File: config.mk
export PLATFORM = sky130hd
export DESIGN_NAME = doubly_linked_list_engine_flat
export DESIGN_NICKNAME = d
export VERILOG_FILES = /design/src/dll_pkg.sv /design/src/dll_req_if.sv /design/src/dll_rsp_if.sv /design/src/dll_node_mem.sv /design/src/dll_rsp_buf.sv /design/src/dll_ctrl.sv /design/src/doubly_linked_list_engine.sv /design/src/flat_wrapper.sv
export SDC_FILE = /design/constraint.sdc
export NUM_CORES = 1
export LEC_CHECK = 0
export BUFFER_PORTS_ARGS = -buffer_cell sky130_fd_sc_hd__buf_2
export CAP_MARGIN = 0
export CORE_ASPECT_RATIO = 1.4
export CORE_MARGIN = 8
export CORE_UTILIZATION = 45
export CTS_CLUSTER_DIAMETER = 60
export DETAILED_ROUTE_END_ITERATION = 16
export HOLD_SLACK_MARGIN = 0.03
export PLACE_DENSITY_LB_ADDON = 0.25
export SYNTH_ARGS = -nofsm -noshare
export SYNTH_HDL_FRONTEND = slang
export SYNTH_SLANG_ARGS = --single-unit
File: constraint.sdc
create_clock -name clock -period 10.1 [get_ports clock]
set_input_delay 2.02 -clock clock [delete_from_list [all_inputs] [get_ports clock]]
set_output_delay 2.02 -clock clock [all_outputs]
set_load 0.005 [all_outputs]
File: src/dll_pkg.sv
package dll_pkg;

   // Store geometry
   localparam int CAPACITY = 16;
   localparam int ADDR_W   = $clog2(CAPACITY);
   localparam int LINK_W   = $clog2(CAPACITY + 1);
   localparam int COUNT_W  = $clog2(CAPACITY + 1);

   // Field widths of the request and response
   localparam int OP_W     = 3;
   localparam int VALUE_W  = 32;
   localparam int SLOT_W   = 4;
   localparam int STATUS_W = 2;

   // A link equal to the capacity means there is no node.
   localparam logic [LINK_W-1:0] LINK_NONE = LINK_W'(CAPACITY);

   typedef enum logic [OP_W-1:0] {
      OP_PUSH_FRONT = 3'd0,
      OP_PUSH_BACK  = 3'd1,
      OP_FIND       = 3'd2,
      OP_REMOVE     = 3'd3,
      OP_DUMP       = 3'd4
   } op_type;

   typedef enum logic [STATUS_W-1:0] {
      ST_OK          = 2'd0,
      ST_FULL        = 2'd1,
      ST_NOT_FOUND   = 2'd2,
      ST_NOT_IN_USE  = 2'd3
   } status_type;

   // One response as it is held in the output register.
   typedef struct packed {
      status_type                 status;
      logic [SLOT_W-1:0]          found_slot;
      logic signed [VALUE_W-1:0]  item_value;
      logic [COUNT_W-1:0]         count;
      logic                       is_empty;
      logic                       item_valid;
      logic                       last;
   } rsp_type;

   // Access to the node store: one read port, one write port per field.
   typedef struct packed {
      logic                       rd_en;
      logic [ADDR_W-1:0]          rd_addr;
      logic                       val_we;
      logic [ADDR_W-1:0]          val_addr;
      logic signed [VALUE_W-1:0]  val_data;
      logic                       nxt_we;
      logic [ADDR_W-1:0]          nxt_addr;
      logic [LINK_W-1:0]          nxt_data;
      logic                       prv_we;
      logic [ADDR_W-1:0]          prv_addr;
      logic [LINK_W-1:0]          prv_data;
   } mem_req_type;

   typedef struct packed {
      logic signed [VALUE_W-1:0]  val;
      logic [LINK_W-1:0]          nxt;
      logic [LINK_W-1:0]          prv;
   } mem_rsp_type;

endpackage

File: src/dll_req_if.sv
interface dll_req_if import dll_pkg::*; ();
   logic                       valid;
   logic                       ready;
   logic [OP_W-1:0]            op;
   logic signed [VALUE_W-1:0]  value;
   logic [SLOT_W-1:0]          slot;

   modport source (output valid, op, value, slot, input ready);
   modport sink (input valid, op, value, slot, output ready);
endinterface

File: src/dll_rsp_if.sv
interface dll_rsp_if import dll_pkg::*; ();
   logic                       valid;
   logic                       ready;
   logic [STATUS_W-1:0]        status;
   logic [SLOT_W-1:0]          found_slot;
   logic signed [VALUE_W-1:0]  item_value;
   logic [COUNT_W-1:0]         count;
   logic                       is_empty;
   logic                       item_valid;
   logic                       last;

   modport source (output valid, status, found_slot, item_value, count, is_empty,
                   item_valid, last, input ready);
   modport sink (input valid, status, found_slot, item_value, count, is_empty,
                 item_valid, last, output ready);
endinterface

File: src/dll_node_mem.sv
module dll_node_mem import dll_pkg::*; (
   input  logic        clock,
   input  mem_req_type mem_req,
   output mem_rsp_type mem_rsp
);

   logic signed [VALUE_W-1:0] value_mem [CAPACITY];
   logic [LINK_W-1:0]         next_mem  [CAPACITY];
   logic [LINK_W-1:0]         prev_mem  [CAPACITY];

   // Writes, one port per field so a node and a neighbor can be updated together.
   always_ff @(posedge clock) begin
      if (mem_req.val_we) begin
         value_mem[mem_req.val_addr] <= mem_req.val_data;
      end
      if (mem_req.nxt_we) begin
         next_mem[mem_req.nxt_addr] <= mem_req.nxt_data;
      end
      if (mem_req.prv_we) begin
         prev_mem[mem_req.prv_addr] <= mem_req.prv_data;
      end
   end

   // Registered read; the data holds until the next read is issued.
   always_ff @(posedge clock) begin
      if (mem_req.rd_en) begin
         mem_rsp.val <= value_mem[mem_req.rd_addr];
         mem_rsp.nxt <= next_mem[mem_req.rd_addr];
         mem_rsp.prv <= prev_mem[mem_req.rd_addr];
      end
   end

endmodule

File: src/dll_rsp_buf.sv
module dll_rsp_buf import dll_pkg::*; (
   input  logic      clock,
   input  logic      reset,
   input  logic      emit_valid,
   input  rsp_type   emit_data,
   output logic      out_free,
   dll_rsp_if.source rsp
);

   logic    valid_ff;
   logic    valid_in;
   rsp_type data_ff;

   // The register can take a new response when empty or when drained this cycle.
   assign out_free = !valid_ff || rsp.ready;

   always_comb begin
      valid_in = valid_ff;
      if (out_free) begin
         valid_in = emit_valid;
      end
   end

   always_ff @(posedge clock) begin
      if (reset) begin
         valid_ff <= 1'b0;
      end else begin
         valid_ff <= valid_in;
      end
   end

   always_ff @(posedge clock) begin
      if (out_free && emit_valid) begin
         data_ff <= emit_data;
      end
   end

   assign rsp.valid      = valid_ff;
   assign rsp.status     = data_ff.status;
   assign rsp.found_slot = data_ff.found_slot;
   assign rsp.item_value = data_ff.item_value;
   assign rsp.count      = data_ff.count;
   assign rsp.is_empty   = data_ff.is_empty;
   assign rsp.item_valid = data_ff.item_valid;
   assign rsp.last       = data_ff.last;

endmodule

File: src/dll_ctrl.sv
module dll_ctrl import dll_pkg::*; (
   input  logic        clock,
   input  logic        reset,
   dll_req_if.sink     req,
   input  logic        out_free,
   output logic        emit_valid,
   output rsp_type     emit_data,
   output mem_req_type mem_req,
   input  mem_rsp_type mem_rsp
);

   typedef enum logic [4:0] {
      S_IDLE   = 5'b00001,
      S_LINK   = 5'b00010,
      S_UNLINK = 5'b00100,
      S_WALK   = 5'b01000,
      S_EMIT   = 5'b10000
   } state_type;

   state_type                 state_ff, state_in;
   logic [LINK_W-1:0]         head_ff, head_in;
   logic [LINK_W-1:0]         tail_ff, tail_in;
   logic [CAPACITY-1:0]       in_use_ff, in_use_in;
   logic [COUNT_W-1:0]        count_ff, count_in;
   op_type                    op_ff, op_in;
   logic signed [VALUE_W-1:0] value_ff, value_in;
   logic [ADDR_W-1:0]         cur_ff, cur_in;
   status_type                pend_status_ff, pend_status_in;
   logic [SLOT_W-1:0]         pend_slot_ff, pend_slot_in;

   logic [ADDR_W-1:0]         free_slot;
   logic                      full;
   logic [LINK_W-1:0]         cur_link;

   assign req.ready = (state_ff == S_IDLE);
   assign cur_link  = LINK_W'(cur_ff);

   // Lowest free slot from the occupancy bits.
   always_comb begin
      free_slot = '0;
      full      = 1'b1;
      for (int i = CAPACITY - 1; i >= 0; i--) begin
         if (!in_use_ff[i]) begin
            free_slot = ADDR_W'(i);
            full      = 1'b0;
         end
      end
   end

   // Sequencer: decode, node store updates and list walks.
   always_comb begin
      state_in       = state_ff;
      head_in        = head_ff;
      tail_in        = tail_ff;
      in_use_in      = in_use_ff;
      count_in       = count_ff;
      op_in          = op_ff;
      value_in       = value_ff;
      cur_in         = cur_ff;
      pend_status_in = pend_status_ff;
      pend_slot_in   = pend_slot_ff;
      mem_req        = '0;
      emit_valid     = 1'b0;

      emit_data            = '0;
      emit_data.status     = ST_OK;
      emit_data.count      = count_ff;
      emit_data.is_empty   = (count_ff == '0);
      emit_data.last       = 1'b1;

      case (state_ff)
         S_IDLE: begin
            if (req.valid) begin
               op_in          = op_type'(req.op);
               value_in       = req.value;
               pend_status_in = ST_OK;
               pend_slot_in   = '0;
               case (op_type'(req.op))
                  OP_PUSH_FRONT, OP_PUSH_BACK: begin
                     if (full) begin
                        pend_status_in = ST_FULL;
                        state_in       = S_EMIT;
                     end else begin
                        // Write the new node; neighbors are fixed up next cycle.
                        mem_req.val_we   = 1'b1;
                        mem_req.val_addr = free_slot;
                        mem_req.val_data = req.value;
                        mem_req.nxt_we   = 1'b1;
                        mem_req.nxt_addr = free_slot;
                        mem_req.prv_we   = 1'b1;
                        mem_req.prv_addr = free_slot;
                        if (op_type'(req.op) == OP_PUSH_FRONT) begin
                           mem_req.nxt_data = head_ff;
                           mem_req.prv_data = LINK_NONE;
                        end else begin
                           mem_req.nxt_data = LINK_NONE;
                           mem_req.prv_data = tail_ff;
                        end
                        cur_in   = free_slot;
                        state_in = S_LINK;
                     end
                  end
                  OP_FIND, OP_DUMP: begin
                     if (head_ff == LINK_NONE) begin
                        pend_status_in = (op_type'(req.op) == OP_FIND) ? ST_NOT_FOUND
                                                                       : ST_OK;
                        state_in       = S_EMIT;
                     end else begin
                        mem_req.rd_en   = 1'b1;
                        mem_req.rd_addr = head_ff[ADDR_W-1:0];
                        cur_in          = head_ff[ADDR_W-1:0];
                        state_in        = S_WALK;
                     end
                  end
                  OP_REMOVE: begin
                     if (!in_use_ff[ADDR_W'(req.slot)]) begin
                        pend_status_in = ST_NOT_IN_USE;
                        state_in       = S_EMIT;
                     end else begin
                        mem_req.rd_en   = 1'b1;
                        mem_req.rd_addr = ADDR_W'(req.slot);
                        cur_in          = ADDR_W'(req.slot);
                        state_in        = S_UNLINK;
                     end
                  end
                  default: begin
                     state_in = S_EMIT;
                  end
               endcase
            end
         end

         S_LINK: begin
            // Hook the new node into its neighbor or the head/tail pointer.
            if (op_ff == OP_PUSH_FRONT) begin
               if (head_ff != LINK_NONE) begin
                  mem_req.prv_we   = 1'b1;
                  mem_req.prv_addr = head_ff[ADDR_W-1:0];
                  mem_req.prv_data = cur_link;
               end else begin
                  tail_in = cur_link;
               end
               head_in = cur_link;
            end else begin
               if (tail_ff != LINK_NONE) begin
                  mem_req.nxt_we   = 1'b1;
                  mem_req.nxt_addr = tail_ff[ADDR_W-1:0];
                  mem_req.nxt_data = cur_link;
               end else begin
                  head_in = cur_link;
               end
               tail_in = cur_link;
            end
            in_use_in[cur_ff] = 1'b1;
            count_in          = count_ff + COUNT_W'(1);
            pend_status_in    = ST_OK;
            pend_slot_in      = SLOT_W'(cur_ff);
            state_in          = S_EMIT;
         end

         S_UNLINK: begin
            // Links of the removed node are on the read port now.
            if (mem_rsp.prv == LINK_NONE) begin
               head_in = mem_rsp.nxt;
            end else begin
               mem_req.nxt_we   = 1'b1;
               mem_req.nxt_addr = mem_rsp.prv[ADDR_W-1:0];
               mem_req.nxt_data = mem_rsp.nxt;
            end
            if (mem_rsp.nxt == LINK_NONE) begin
               tail_in = mem_rsp.prv;
            end else begin
               mem_req.prv_we   = 1'b1;
               mem_req.prv_addr = mem_rsp.nxt[ADDR_W-1:0];
               mem_req.prv_data = mem_rsp.prv;
            end
            in_use_in[cur_ff] = 1'b0;
            count_in          = count_ff - COUNT_W'(1);
            pend_status_in    = ST_OK;
            pend_slot_in      = '0;
            state_in          = S_EMIT;
         end

         S_WALK: begin
            if (op_ff == OP_FIND) begin
               // Compare the current node, then follow its next link.
               if (mem_rsp.val == value_ff) begin
                  pend_status_in = ST_OK;
                  pend_slot_in   = SLOT_W'(cur_ff);
                  state_in       = S_EMIT;
               end else if (mem_rsp.nxt == LINK_NONE) begin
                  pend_status_in = ST_NOT_FOUND;
                  pend_slot_in   = '0;
                  state_in       = S_EMIT;
               end else begin
                  mem_req.rd_en   = 1'b1;
                  mem_req.rd_addr = mem_rsp.nxt[ADDR_W-1:0];
                  cur_in          = mem_rsp.nxt[ADDR_W-1:0];
               end
            end else if (out_free) begin
               // Dump: one response per node; a stalled output holds the walk.
               emit_valid           = 1'b1;
               emit_data.item_value = mem_rsp.val;
               emit_data.item_valid = 1'b1;
               emit_data.last       = (mem_rsp.nxt == LINK_NONE);
               if (mem_rsp.nxt == LINK_NONE) begin
                  state_in = S_IDLE;
               end else begin
                  mem_req.rd_en   = 1'b1;
                  mem_req.rd_addr = mem_rsp.nxt[ADDR_W-1:0];
                  cur_in          = mem_rsp.nxt[ADDR_W-1:0];
               end
            end
         end

         S_EMIT: begin
            if (out_free) begin
               emit_valid           = 1'b1;
               emit_data.status     = pend_status_ff;
               emit_data.found_slot = pend_slot_ff;
               state_in             = S_IDLE;
            end
         end

         default: begin
            state_in = S_IDLE;
         end
      endcase
   end

   // Control state.
   always_ff @(posedge clock) begin
      if (reset) begin
         state_ff  <= S_IDLE;
         head_ff   <= LINK_NONE;
         tail_ff   <= LINK_NONE;
         in_use_ff <= '0;
         count_ff  <= '0;
      end else begin
         state_ff  <= state_in;
         head_ff   <= head_in;
         tail_ff   <= tail_in;
         in_use_ff <= in_use_in;
         count_ff  <= count_in;
      end
   end

   // Request fields and walk position.
   always_ff @(posedge clock) begin
      op_ff          <= op_in;
      value_ff       <= value_in;
      cur_ff         <= cur_in;
      pend_status_ff <= pend_status_in;
      pend_slot_ff   <= pend_slot_in;
   end

endmodule

File: src/doubly_linked_list_engine.sv
// Push and remove: the request goes from idle through the link or unlink state to the
// emit state; error, empty-list and undefined requests go from idle straight to emit.
// Find: the walk reads one node per cycle until a hit or a miss, then emits; dump:
// one value per cycle behind the first read while the output takes it, then idle.
// One request at a time; a stalled response holds the sequencer. Synchronous reset
// empties the list (head, tail, occupancy, count); the node store is not cleared.
module doubly_linked_list_engine import dll_pkg::*; (
   input  logic      clock,
   input  logic      reset,
   dll_req_if.sink   req_ch,
   dll_rsp_if.source rsp_ch
);

   logic        out_free;
   logic        emit_valid;
   rsp_type     emit_data;
   mem_req_type mem_req;
   mem_rsp_type mem_rsp;

   dll_ctrl u_ctrl (
      .clock      (clock),
      .reset      (reset),
      .req        (req_ch),
      .out_free   (out_free),
      .emit_valid (emit_valid),
      .emit_data  (emit_data),
      .mem_req    (mem_req),
      .mem_rsp    (mem_rsp)
   );

   dll_node_mem u_node_mem (
      .clock   (clock),
      .mem_req (mem_req),
      .mem_rsp (mem_rsp)
   );

   dll_rsp_buf u_rsp_buf (
      .clock      (clock),
      .reset      (reset),
      .emit_valid (emit_valid),
      .emit_data  (emit_data),
      .out_free   (out_free),
      .rsp        (rsp_ch)
   );

endmodule
File: src/flat_wrapper.sv
// flat-port wrapper written by rule: the top's interface ports become plain ports
module doubly_linked_list_engine_flat import dll_pkg::*;
  (clock, reset, req_ch_valid, req_ch_op, req_ch_value, req_ch_slot, req_ch_ready, rsp_ch_valid, rsp_ch_status, rsp_ch_found_slot, rsp_ch_item_value, rsp_ch_count, rsp_ch_is_empty, rsp_ch_item_valid, rsp_ch_last, rsp_ch_ready);
  dll_req_if req_ch_i ();
  dll_rsp_if rsp_ch_i ();
  input  logic clock;
  input  logic reset;
  input wire logic [$bits(req_ch_i.valid)-1:0] req_ch_valid;
  input wire logic [$bits(req_ch_i.op)-1:0] req_ch_op;
  input wire logic [$bits(req_ch_i.value)-1:0] req_ch_value;
  input wire logic [$bits(req_ch_i.slot)-1:0] req_ch_slot;
  output wire logic [$bits(req_ch_i.ready)-1:0] req_ch_ready;
  output wire logic [$bits(rsp_ch_i.valid)-1:0] rsp_ch_valid;
  output wire logic [$bits(rsp_ch_i.status)-1:0] rsp_ch_status;
  output wire logic [$bits(rsp_ch_i.found_slot)-1:0] rsp_ch_found_slot;
  output wire logic [$bits(rsp_ch_i.item_value)-1:0] rsp_ch_item_value;
  output wire logic [$bits(rsp_ch_i.count)-1:0] rsp_ch_count;
  output wire logic [$bits(rsp_ch_i.is_empty)-1:0] rsp_ch_is_empty;
  output wire logic [$bits(rsp_ch_i.item_valid)-1:0] rsp_ch_item_valid;
  output wire logic [$bits(rsp_ch_i.last)-1:0] rsp_ch_last;
  input wire logic [$bits(rsp_ch_i.ready)-1:0] rsp_ch_ready;
  assign req_ch_i.valid = req_ch_valid;
  assign req_ch_i.op = req_ch_op;
  assign req_ch_i.value = req_ch_value;
  assign req_ch_i.slot = req_ch_slot;
  assign req_ch_ready = req_ch_i.ready;
  assign rsp_ch_valid = rsp_ch_i.valid;
  assign rsp_ch_status = rsp_ch_i.status;
  assign rsp_ch_found_slot = rsp_ch_i.found_slot;
  assign rsp_ch_item_value = rsp_ch_i.item_value;
  assign rsp_ch_count = rsp_ch_i.count;
  assign rsp_ch_is_empty = rsp_ch_i.is_empty;
  assign rsp_ch_item_valid = rsp_ch_i.item_valid;
  assign rsp_ch_last = rsp_ch_i.last;
  assign rsp_ch_i.ready = rsp_ch_ready;
  doubly_linked_list_engine u_core (.clock(clock), .reset(reset), .req_ch(req_ch_i), .rsp_ch(rsp_ch_i));
endmodule
==> metrics, run 1 <==
dominant cells by area after synthesis=edfxtp_1 71%, nor2_1 4.5%, nand2_1 3.0%; worst-path maximum fanout=34; drt initial violations=2110; First-pass DRT Iterations=7; antenna violations before repair=4; Tcrit/Tclk final=0.615; CP Class=flip-flop to flip-flop; Crit path max-delay family=simple AND/OR/NAND/NOR gates; Post-Synthesis Cells=2461; share of layout cells above drive strength 1=0.127; Num Clock Sinks=842; area of the multi-input gates=0.00867 mm²; clock tree from TritonCTS=done; Leakage=12.6 nW; Worst setup EP type=flip-flop; Min Clock Period, post-route=6.21 ns; most numerous cell in the Yosys netlist=edfxtp_1; ys async rst share=0; via count=21500; Fin Setup TNS=0 ns; Worst EP required=10.46 ns; PD cells=186 mW/mm²; chip height=342 µm; Slew @ Worst Pin=1.25 ns; Worst Hold Class=flip-flop to flip-flop; number of synthesized register bits=842; Hold Buf Count CTS=0; vias in the first global route=21100; routed len/inst=26.3 µm; pin count of the biggest net entering global routing=89; critical path's slowest cell=nor4_2; Starting Density=0.453; Slew Viols, Final=0; status=finished clean; skew final=0.0239 ns; crit path DAT=6.58 ns; Port Buf Inserts=90; Yosys warning total=0; Site Rows=119; Final nets=2587; setup bufs post-CTS=0; gr usage total=0.217; cts bufs inserted=82; WP buf/inv=0; Vias/cell=6.01; core area=0.0752 mm²; GRT overflow=0; mapped cell area=0.0341 mm²; Die Wd=249 µm; Clock Path Buffers=3; maximum VDD drop=107 µV; final setup fails=0; final hold vios=0; Yosys top cell area share=0.709; EDFF count, synth=805; clock slew at reported path FFs=0.06 ns; post-synthesis sequential area ratio=0.731; routability cong.=0.890; Final WS setup=3.89 ns; DP HPWL=52.3 mm; Yosys cell types=72; CP Launch Type=flip-flop; die area=0.0849 mm²; Fillers=6269; I/O pin total=91; clk_lat worst skew=0.65 ns; Avg Cell Area, Syn=13.8 µm²; RSZ-0062 raised after global routing=false; Slew Limit Headroom=0.163; Detail Route Antenna Nets=0; global-route wire length before repair=139 mm; depth of the CTS H-tree=3; syn_nets=2508; Main synth FF type=edfxtp_1; final wirelength=94.2 mm; FF+latch area=0.0249 mm²; Resize count post-CTS=0; Cell Chain, Critical Path=xnor2_1, nand4_1, nor4_2, nand3_1, a31oi_4, and2_1, nand2_4, o221ai_1, a211oi_1; Placement Setup Slack=3.38 ns; peak per-stage delay on the critical path=1.17 ns; area delta synth->final=12.2%; DRC errors left=0; Post-synth top cells=805 x edfxtp_1, 408 x nor2_1, 275 x nand2_1; clk root buf=clkbuf_16; maxcap violations=0; Yosys top cell by area=edfxtp_1; Max Clk Rate=161 MHz
==> layout make-up <==
cell class | count | area share
Inverter | 16 | 0.00157
Multi-Input combinational cell | 1467 | 0.227
Timing Repair Buffer | 131 | 0.0198
Tap cell | 968 | 0.0317
Clock inverter | 54 | 0.0124
Antenna cell | 1 | 0.0000655
Clock buffer | 98 | 0.0558
Sequential cell | 842 | 0.652
==> sequential cells by signal, summed over array words and instances (netlist names), 2 cells and up, named ones only <==
name and cells:
u_core.u_ctrl.count_ff 5, u_core.u_ctrl.cur_ff 4, u_core.u_ctrl.head_ff 5, u_core.u_ctrl.op_ff 3, u_core.u_ctrl.pend_slot_ff 4, u_core.u_ctrl.pend_status_ff 2, u_core.u_ctrl.state_ff 5, u_core.u_ctrl.tail_ff 5
u_core.u_ctrl.value_ff 32, u_core.u_node_mem.mem_rsp 42, u_core.u_node_mem.next_mem 80, u_core.u_node_mem.prev_mem 80, u_core.u_node_mem.value_mem 512, u_core.u_rsp_buf.rsp.count 5, u_core.u_rsp_buf.rsp.found_slot 4, u_core.u_rsp_buf.rsp.item_value 32
u_core.u_rsp_buf.rsp.status 2
==> layer usage <==
layer,share of wire,vias up,GRT usage
met5,0.00014,-,0
met4,0.032,2,0.0805
met3,0.073,181,0.0343
met2,0.49,968,0.369
met1,0.40,10900,0.281
li1,-,9452,-
==> cells in the final DEF, fill, tap and decap left out, types with 22 or more instances in the layout <==
cell type	n
a2bb2oi_1	33
xnor2_1	37
o221ai_1	71
nand3_1	102
and2_1	78
nor2_1	392
nand2_1	271
dfxtp_1	37
buf_2	90
clkbuf_16	83
buf_4	41
mux2i_1	65
a21oi_1	65
o221ai_2	30
edfxtp_1	805
clkinv_1	22
a211oi_1	50
nor3_1	53
==> cells by family (layout without fill, tap and decap cells) <==
kind of cell / Yosys count / in the layout / synth area share
multiplexers: 74 / 74 / 0.0232
buffers and inverters: 152 / 299 / 0.0204
AO/OA/AOI/OAI: 362 / 362 / 0.0866
AND/OR/NAND/NOR: 989 / 989 / 0.127
XOR/XNOR: 38 / 38 / 0.00976
other: 0 / 1 / 0
adder cells (fa/ha/maj): 4 / 4 / 0.00169
flip-flops: 842 / 842 / 0.731
==> path summary, 6_finish.rpt <==
path | from | endpoint | slack [ns] | cells after the start
worst min-delay path | u_core.u_ctrl.count_ff[2] | u_core.u_rsp_buf.rsp.count[2] | 0.52 | 0
worst max register to register | u_core.u_node_mem.mem_rsp[12] | u_core.u_node_mem.mem_rsp[41] | 3.89 | 9
worst max-delay path | u_core.u_node_mem.mem_rsp[12] | u_core.u_node_mem.mem_rsp[41] | 3.89 | 9
worst min register to register | u_core.u_ctrl.count_ff[2] | u_core.u_rsp_buf.rsp.count[2] | 0.52 | 0
==> worst register-to-register path: stages (launching register included) <==
cell,delay [ns]
edfxtp_1,0.43
xnor2_1,0.51
nand4_1,0.51
nor4_2,1.18
nand3_1,0.65
a31oi_4,0.94
and2_1,0.59
nand2_4,0.59
o221ai_1,0.47
a211oi_1,0.08
==> power breakdown <==
part	switching, W	internal [W]
Sequential	0.0000293	0.00386
Clock	0.00130	0.00170
Combinational	0.000152	0.0000627
==> stage by stage <==
stage | total power (W) | hold slack (ns) | cells | area, µm² | util
CTS | 0.00715 | 0.519 | 3576 | 38200 | 0.508
detailed placement | 0.00418 | 0.508 | 3424 | 35600 | 0.474
floorplan | 0.00407 | 0.450 | 2461 | 34100 | -
finish | 0.00711 | 0.520 | 3577 | 38200 | 0.508
global placement | 0.00417 | 0.483 | 3424 | 35600 | 0.474
global route | 0.00729 | 0.525 | 3576 | 38200 | 0.508
Note: power is estimated with default switching activity, not from simulation.
==> run 2: changes to the inputs <==
- clock period: 10.1 -> 6 ns (I/O delays scaled with it)
==> metrics, run 2 (synthesis results as in run 1) <==
Crit. Startpoint=u_core.u_node_mem.mem_rsp[31]; Die Wd=249 µm; Min Clock Period, post-route=4.59 ns; pin count of the biggest net entering global routing=144; clock slew at reported path FFs=0.06 ns; setup bufs post-CTS=0; maxcap violations=0; First-pass DRT Iterations=10; Worst EP required=6.37 ns; CP Launch Type=flip-flop; die area=0.0849 mm²; Max Clk Rate=218 MHz; DP HPWL=54.2 mm; clk_lat worst skew=0.64 ns; Worst Hold Class=flip-flop to flip-flop; cts bufs inserted=84; share of layout cells above drive strength 1=0.133; drt initial violations=2190; Slew @ Worst Pin=1.16 ns; maximum VDD drop=231 µV; Slew Viols, Final=0; commonest non-fill, non-tap cells in the layout=805 x edfxtp_1, 392 x nor2_1, 271 x nand2_1; Starting Density=0.453; Tcrit/Tclk final=0.765; Num Clock Sinks=842; final hold vios=0; smallest hold slack=0.500 ns; I/O pin total=91; most flop-heavy register=u_core.u_node_mem.value_mem; status=finished clean; DRC errors left=0; Largest regs=u_core.u_node_mem.value_mem x512, u_core.u_node_mem.next_mem x80, u_core.u_node_mem.prev_mem x80; Detail Route Antenna Nets=0; Clock Path Buffers=3; Slew Limit Headroom=0.224; Leakage=12.9 nW; worst r2r src=u_core.u_node_mem.mem_rsp[31]; Port Buf Inserts=90; Final nets=2606; Worst setup EP type=flip-flop; Resize count post-CTS=0; via count=21200; worst-path maximum fanout=47; max reg flops=512; Fin Setup TNS=0 ns; most common cell after layout, fill and taps aside=edfxtp_1; clk root buf=clkbuf_16; chip height=342 µm; antenna violations before repair=4; RSZ-0062 raised after global routing=false; Fillers=6240; Hold Buf Count CTS=0; global-route wire length before repair=137 mm; routed len/inst=25.7 µm; PD cells=318 mW/mm²; area delta synth->final=13.3%; clock tree from TritonCTS=done; routability cong.=0.871; core area=0.0752 mm²; crit path DAT=4.96 ns; final setup fails=0; depth of the CTS H-tree=3; min-delay src=u_core.u_ctrl.count_ff[2]; Site Rows=119; GRT overflow=0; final wirelength=92.1 mm; CP Class=flip-flop to flip-flop; vias in the first global route=21300; Vias/cell=5.92; gr usage total=0.212; skew final=0.0250 ns
## run 2: changes by cell type in the layout (fill, tap and decap cells not counted), sizes merged
cell	change
clkinv	-12
clkbuf	+7
inv	-5
bufinv	+4
clkinvlp	-1
buf	+17
## run 2: per-stage QoR
stage	util	std cells	area, µm²	power [W]	worst slack, ns
6_report	0.514	3587	38600	0.0123	1.41
5_1_grt	0.514	3586	38600	0.0126	1.17
4_1_cts	0.514	3586	38600	0.0124	1.44
3_5_place_dp	0.477	3441	35800	0.00704	1.03
3_3_place_gp	0.477	3441	35800	0.00703	1.15
2_1_floorplan	-	2461	34100	0.00686	1.01
## run 2: cell type report
cell class	instances	area, µm²	share of cell area
timing repair buffer	148	973	0.0252
multi-input combinational	1467	8680	0.225
inverter	16	60.1	0.00155
clock inverter	40	483	0.0125
antenna	1	2.50	0.0000648
tap	968	1210	0.0314
clock buffer	105	2310	0.0597
sequential	842	24900	0.645
## run 2: path summary, 6_finish.rpt
| kind | end | slack, ns | depth (start not counted) |
|---|---|---|---|
| max | u_core.u_node_mem.mem_rsp[9] | 1.41 | 9 |
| max reg2reg | u_core.u_node_mem.mem_rsp[9] | 1.41 | 9 |
| min reg2reg | u_core.u_rsp_buf.rsp.count[2] | 0.50 | 0 |
| min | u_core.u_rsp_buf.rsp.count[2] | 0.50 | 0 |
## run 2: worst max-delay path, stage by stage, from the launching register on
cell and delay (ns):
edfxtp_1 0.51, xnor2_1 0.44, nand4_1 0.17, nor4_2 0.78, nand3_1 0.57, a31o_4 0.61
nor2_1 0.64, a32oi_1 0.29, o211ai_1 0.20, nor3_1 0.08
## run 2: power breakdown
group          internal [W]  leakage (nW)  total (W)  switching, W
Combinational      0.000106          3.68   0.000359      0.000253
Clock               0.00319          1.35    0.00536       0.00217
Sequential          0.00650          7.87    0.00655     0.0000508
Total               0.00980          12.9     0.0123       0.00248
## run 2: per-layer routing
metal / global-route usage / vias up / share of wire
li1: - / 9449 / -
met1: 0.267 / 10700 / 0.40
met2: 0.368 / 878 / 0.50
met3: 0.0326 / 199 / 0.069
met4: 0.0811 / 0 / 0.034
met5: 0 / - / 0
